[src/design/mm_cell.sv]
// One multiply-accumulate cell of the chain: holds one stored column of B.
module mm_cell #(
    parameter int MAX_DIM = 8,
    parameter int KW      = 3
) (
    input  logic                i_clk,
    input  logic                i_wr,
    input  logic [KW-1:0]       i_wr_k,
    input  logic signed [31:0]  i_wr_val,
    input  logic                i_clr,
    input  logic                i_acc,
    input  logic [KW-1:0]       i_k,
    input  logic signed [31:0]  i_a,
    output logic signed [31:0]  o_a,
    output logic signed [79:0]  o_sum
);
    logic signed [31:0] r_col [MAX_DIM];
    logic signed [31:0] r_a;
    logic signed [79:0] r_sum;
    logic signed [63:0] w_prod;

    assign w_prod = i_a * r_col[i_k];

    always_ff @(posedge i_clk) begin
        if (i_wr) begin
            r_col[i_wr_k] <= i_wr_val;
        end
        r_a <= i_a;
        if (i_clr) begin
            r_sum <= '0;
        end else if (i_acc) begin
            r_sum <= r_sum + 80'(w_prod);
        end
    end

    assign o_a   = r_a;
    assign o_sum = r_sum;
endmodule

[config.mk]
export PLATFORM = sky130hd
export DESIGN_NAME = mm_cell
export DESIGN_NICKNAME = d
export VERILOG_FILES = /design/src/design/mm_cell.sv
export SDC_FILE = /design/constraint.sdc
export NUM_CORES = 2
export LEC_CHECK = 0
export ABC_AREA = 1
export BUFFER_PORTS_ARGS = -buffer_cell sky130_fd_sc_hd__buf_2
export CAP_MARGIN = 20
export CORE_MARGIN = 2
export CORE_UTILIZATION = 35
export CTS_CLUSTER_SIZE = 8
export DETAILED_ROUTE_END_ITERATION = 10
export PLACE_DENSITY_LB_ADDON = 0.08
export SETUP_SLACK_MARGIN = 0.05
export SYNTH_ARGS = -nofsm -noshare
export SYNTH_HDL_FRONTEND = slang
export SYNTH_SLANG_ARGS = --single-unit
[constraint.sdc]
create_clock -name i_clk -period 13.9 [get_ports i_clk]
set_input_delay 0.695 -clock i_clk [delete_from_list [all_inputs] [get_ports i_clk]]
set_output_delay 0.695 -clock i_clk [all_outputs]
set_load 0.05 [all_outputs]
# Yosys cells after proc, flatten, opt, wreduce, memory -nomap -nowiden
# Memories as Yosys holds them, arrays and structs flattened.
# Index checks and enable logic that the tools add are counted.
# word_totals
elab_cells	7
out_inout_bits	112
ramBits	256
memories	1
register_bits	112
inputBits	74
# memory_table
name	words	width	rd	rd_clocked_by_memory_dff	write_ports	line_no	text
r_col	8	32	1	0	1	17	logic signed [31:0] r_col [MAX_DIM];
# op_classes
mux	2
n_addsub	1
mul	1
# ops
cell	n
80-bit by 64-bit adder with 80-bit output	1
32-bit by 32-bit multiplier with 64-bit output	1
1-bit two-way mux	2

# Logic depth before layout (Yosys ltp)
# An unclocked memory read counts as a cell.
# depth
ltp_word	3
depth_mapped	42

# Worst setup path before layout
# Ideal clock, no wire load.
# synth_timing
path_kind	input to register
startpoint	input i_k[0]
endpoint	register r_sum[79], in the netlist o_sum[79]
required_ps	13791
path_stages	33
arrival_time_ps	8963
n_path_buf	3
setup_time_ps	109
slack_ps	4828
path_cell_list	buf_6 > buf_12 > buf_8 > o21ai_0 > o221ai_1 > nand2_1 > nor2_1 > inv_1 > fa_1 > fa_1 > inv_1 > fa_1 > inv_1 > fa_1 > inv_1 > fa_1 > fa_1 > fa_1 > inv_1 > fa_1 > inv_1 > ha_1 > nand2_1 > nor2_1 > nand2_1 > nor2_1 > inv_1 > nor2_1 > nand3_1 > nand4_1 > nand3_1 > nand2_1 > inv_1
# synth_between
elab_chain_cells	3
# synth_lines
element	line_no	text
start, declared	12	input logic [KW-1:0] i_k,
memory read 8 x 32 bit	--	
32-bit by 32-bit multiplier with 64-bit output	22	assign w_prod = i_a * r_col[i_k];
80-bit by 64-bit adder with 80-bit output	32	r_sum <= r_sum + 80'(w_prod);
end signal, assigned	32	
end, declared	19	logic signed [79:0] r_sum;
# No other way between the ends.
# A chain may end at the register's enable or synchronous reset.

# Worst setup path in the final report
# layout_timing
startpoint	input i_k[0]
endpoint	register r_sum[72], in the netlist o_sum[72]
# The elaborated chain is that of the path after synthesis.

==> run summary <==
placed inst area: 63840 sq um
vias: 43960
Sequential cell area: 9930 sq um
Critical Path End Type: flop
die area: 176800 sq um
Post-CTS Setup Bufs: 0
Global Route Usage Sum: 0.2543
area of the multi-input gates: 42220 sq um
top cell type's share of synthesized area: 0.4445
first-pass GRT wire length: 325600 microns
Synth area leader: fa_1
Worst Path Required: 14540 ps
vias per inst: 4.747
largest net degree at the start of global routing: 80
Syn Area/Cell: 8.881 sq um
worst skew pair latency: 750 ps
fin crit share: 0.7871
RSZ-0062 raised after global routing: false
synth warn: 0
vias in the first global route: 47110
Final Cell Area: 65530 sq um
Synth Register Bits: 368
Post-Synthesis Cells: 6836
Worst Hold Depth: 1
Netlist cell types: 39
final WL: 217600 microns
Initial Util: 0.3531
worst reg2reg startpoint: r_col[1][12]
largest cells by area after synthesis: fa_1 (44%), edfxtp_1 (13%), inv_1 (12%)
drt first pass iters: 6
GRT overflow: 0
MaxCap Viol Count: 0
Hold Path Class: input pin to flop
fin worst setup slack: 2960 ps
top post-synthesis cells by count: inv_1 (1909), nand2_1 (1389), fa_1 (1348), nor2_1 (595), edfxtp_1 (256)
Seq/Total Area, Yosys: 0.1635
Crit path buffers/inverters: 12
fillers: 18040
critical path's slowest cell: fa_1
Final ANT Viol Nets: 0
GP Congestion: 0.9542
Main synth FF type: edfxtp_1
clock transition at the registers of the reported paths: 60 ps
post-layout min period: 10940 ps
status: finished, final reports clean
Reg2Reg Setup Slack: 3890 ps
Worst Max-Slew Pin Slew: 1112 ps
H-tree levels: 2
Max FO, Critical Path: 57
Residual DRC: 0
post-CTS resize count: 0
max-slew violations: 0
EDFF count, synth: 256
IO Port Bufs: 185
WP data arrival: 11580 ps
Clock Sinks: 368
Reg2Reg Depth: 31
clk root buf: clkbuf_16
Max Freq: 0.09140 GHz
Hold EP: o_a[4]
skew final: 107.6 ps
DR WL/cell: 23.50 microns
die height: 420.5 microns
Post-Syn Area: 60710 sq um
Die Width: 420.5 microns
initial detailed-routing violation count: 3345
IO Count: 186
worst r2r dst: o_sum[72]
Top Family by Delay on Critical Path: adder cells
Crit Path Class: input pin to flop
initial antenna violation count: 7
Setup crit start kind: input pin
CORE AREA: 171900 sq um
cts hold-fix bufs: 0
dpl hpwl: 178200 microns
CTS Buf Count: 55
Worst path max stage delay: 1080 ps
final net count: 8587
fraction of registers with async set or reset after synthesis: 0
P&R area growth vs syn: 7.930%
Post-Route Setup TNS: 0 ps
count leader, synth: inv_1
Synthesized Nets: 8509
Rel. slew slack: 0.2538
Final Hold Fails: 0
Setup Slack @ Placement: 2136 ps
row cnt: 152
min-delay src: i_a[4]
CTS tree: done
share of cells above drive strength 1: 0.07252
Setup violations, final: 0
Longest Clk Path Bufs: 3
## cells in the final DEF, fill, tap and decap left out, types with 6 or more instances in the layout
cell type and instances:
inv_1 1902, nand2_1 1389, fa_1 1348, nor2_1 587, edfxtp_1 256, ha_1 251
buf_2 182, a21oi_1 131, nand3_1 116, dfxtp_1 112, o21ai_0 104, nor2_2 103
buf_4 77, mux2i_1 64, o221ai_1 56, clkbuf_16 55, xor2_1 33, clkbuf_1 25
inv_2 22, nand4_1 21, nand2_2 17, nor3_1 12, o21ai_1 10, o21bai_1 10
clkinv_1 9, o221ai_2 8, nor2_4 8, nor3_2 6
## logic make-up (layout without fill, tap and decap cells)
group / Yosys count / after routing / share of synthesized area
adders and majority gates: 1599 / 1599 / 0.4962
xor gates and xnor gates: 37 / 37 / 0.005338
AOI/OAI and AO/OA: 324 / 324 / 0.03225
buffers and inverters: 2176 / 2290 / 0.1421
and+or+nand+nor: 2268 / 2268 / 0.1500
other: 0 / 1 / 0
DFF: 368 / 368 / 0.1635
muxes: 64 / 64 / 0.01055
## state kept, by name, indices dropped and copies added, names as in the netlist
name,cells
r_col,256
o_a,32
o_sum,80
## routing by layer
metal	part of all wire	routed length, microns	vias to the layer above	GRT usage
met3	0.052	11220	229	0.03211
li1	-	-	19800	-
met5	0	0	-	0
met1	0.47	102200	22740	0.3716
met4	0.031	6722	0	0.06761
met2	0.45	97450	1195	0.3971
## worst max path at each step
stage	start	cells after the start	endpoint
floorplan	i_k[0]	33	o_sum[79]
global placement	i_k[0]	30	o_sum[76]
detailed placement	i_k[0]	33	o_sum[72]
CTS	i_k[0]	33	o_sum[72]
global route	i_k[0]	33	o_sum[72]
finish	i_k[0]	34	o_sum[72]
## stage by stage
step	hold WS [ps]	utilization	instances
2_1_floorplan	722.7	-	6836
3_3_place_gp	508.1	0.3712	9166
3_5_place_dp	507.2	0.3713	9167
4_1_cts	70.80	0.3811	9260
5_1_grt	81.38	0.3811	9260
6_report	126.5	0.3811	9261
## layout make-up
cell class / count / area share
Sequential cell: 368 / 0.1515
Clock buffer: 85 / 0.02349
Inverter: 1936 / 0.1110
Antenna cell: 1 / 0.00003819
Timing Repair Buffer: 261 / 0.02345
Clock inverter: 8 / 0.002177
Multi-Input combinational cell: 4292 / 0.6442
Tap cell: 2310 / 0.04411
## worst register-to-register path, delay by kind of cell (launching register included)
kind                     cells  cell delay [ps]
AND/OR/NAND/NOR             11             1980
AO/OA/AOI/OAI                1              150
buffers and inverters        9             1710
adder cells (fa/ha/maj)      9             5640
multiplexers                 1              170
flip-flops                   1              360
Power is not shown: default switching activity piles up to over one toggle a cycle in this logic, so the estimate is an artifact.
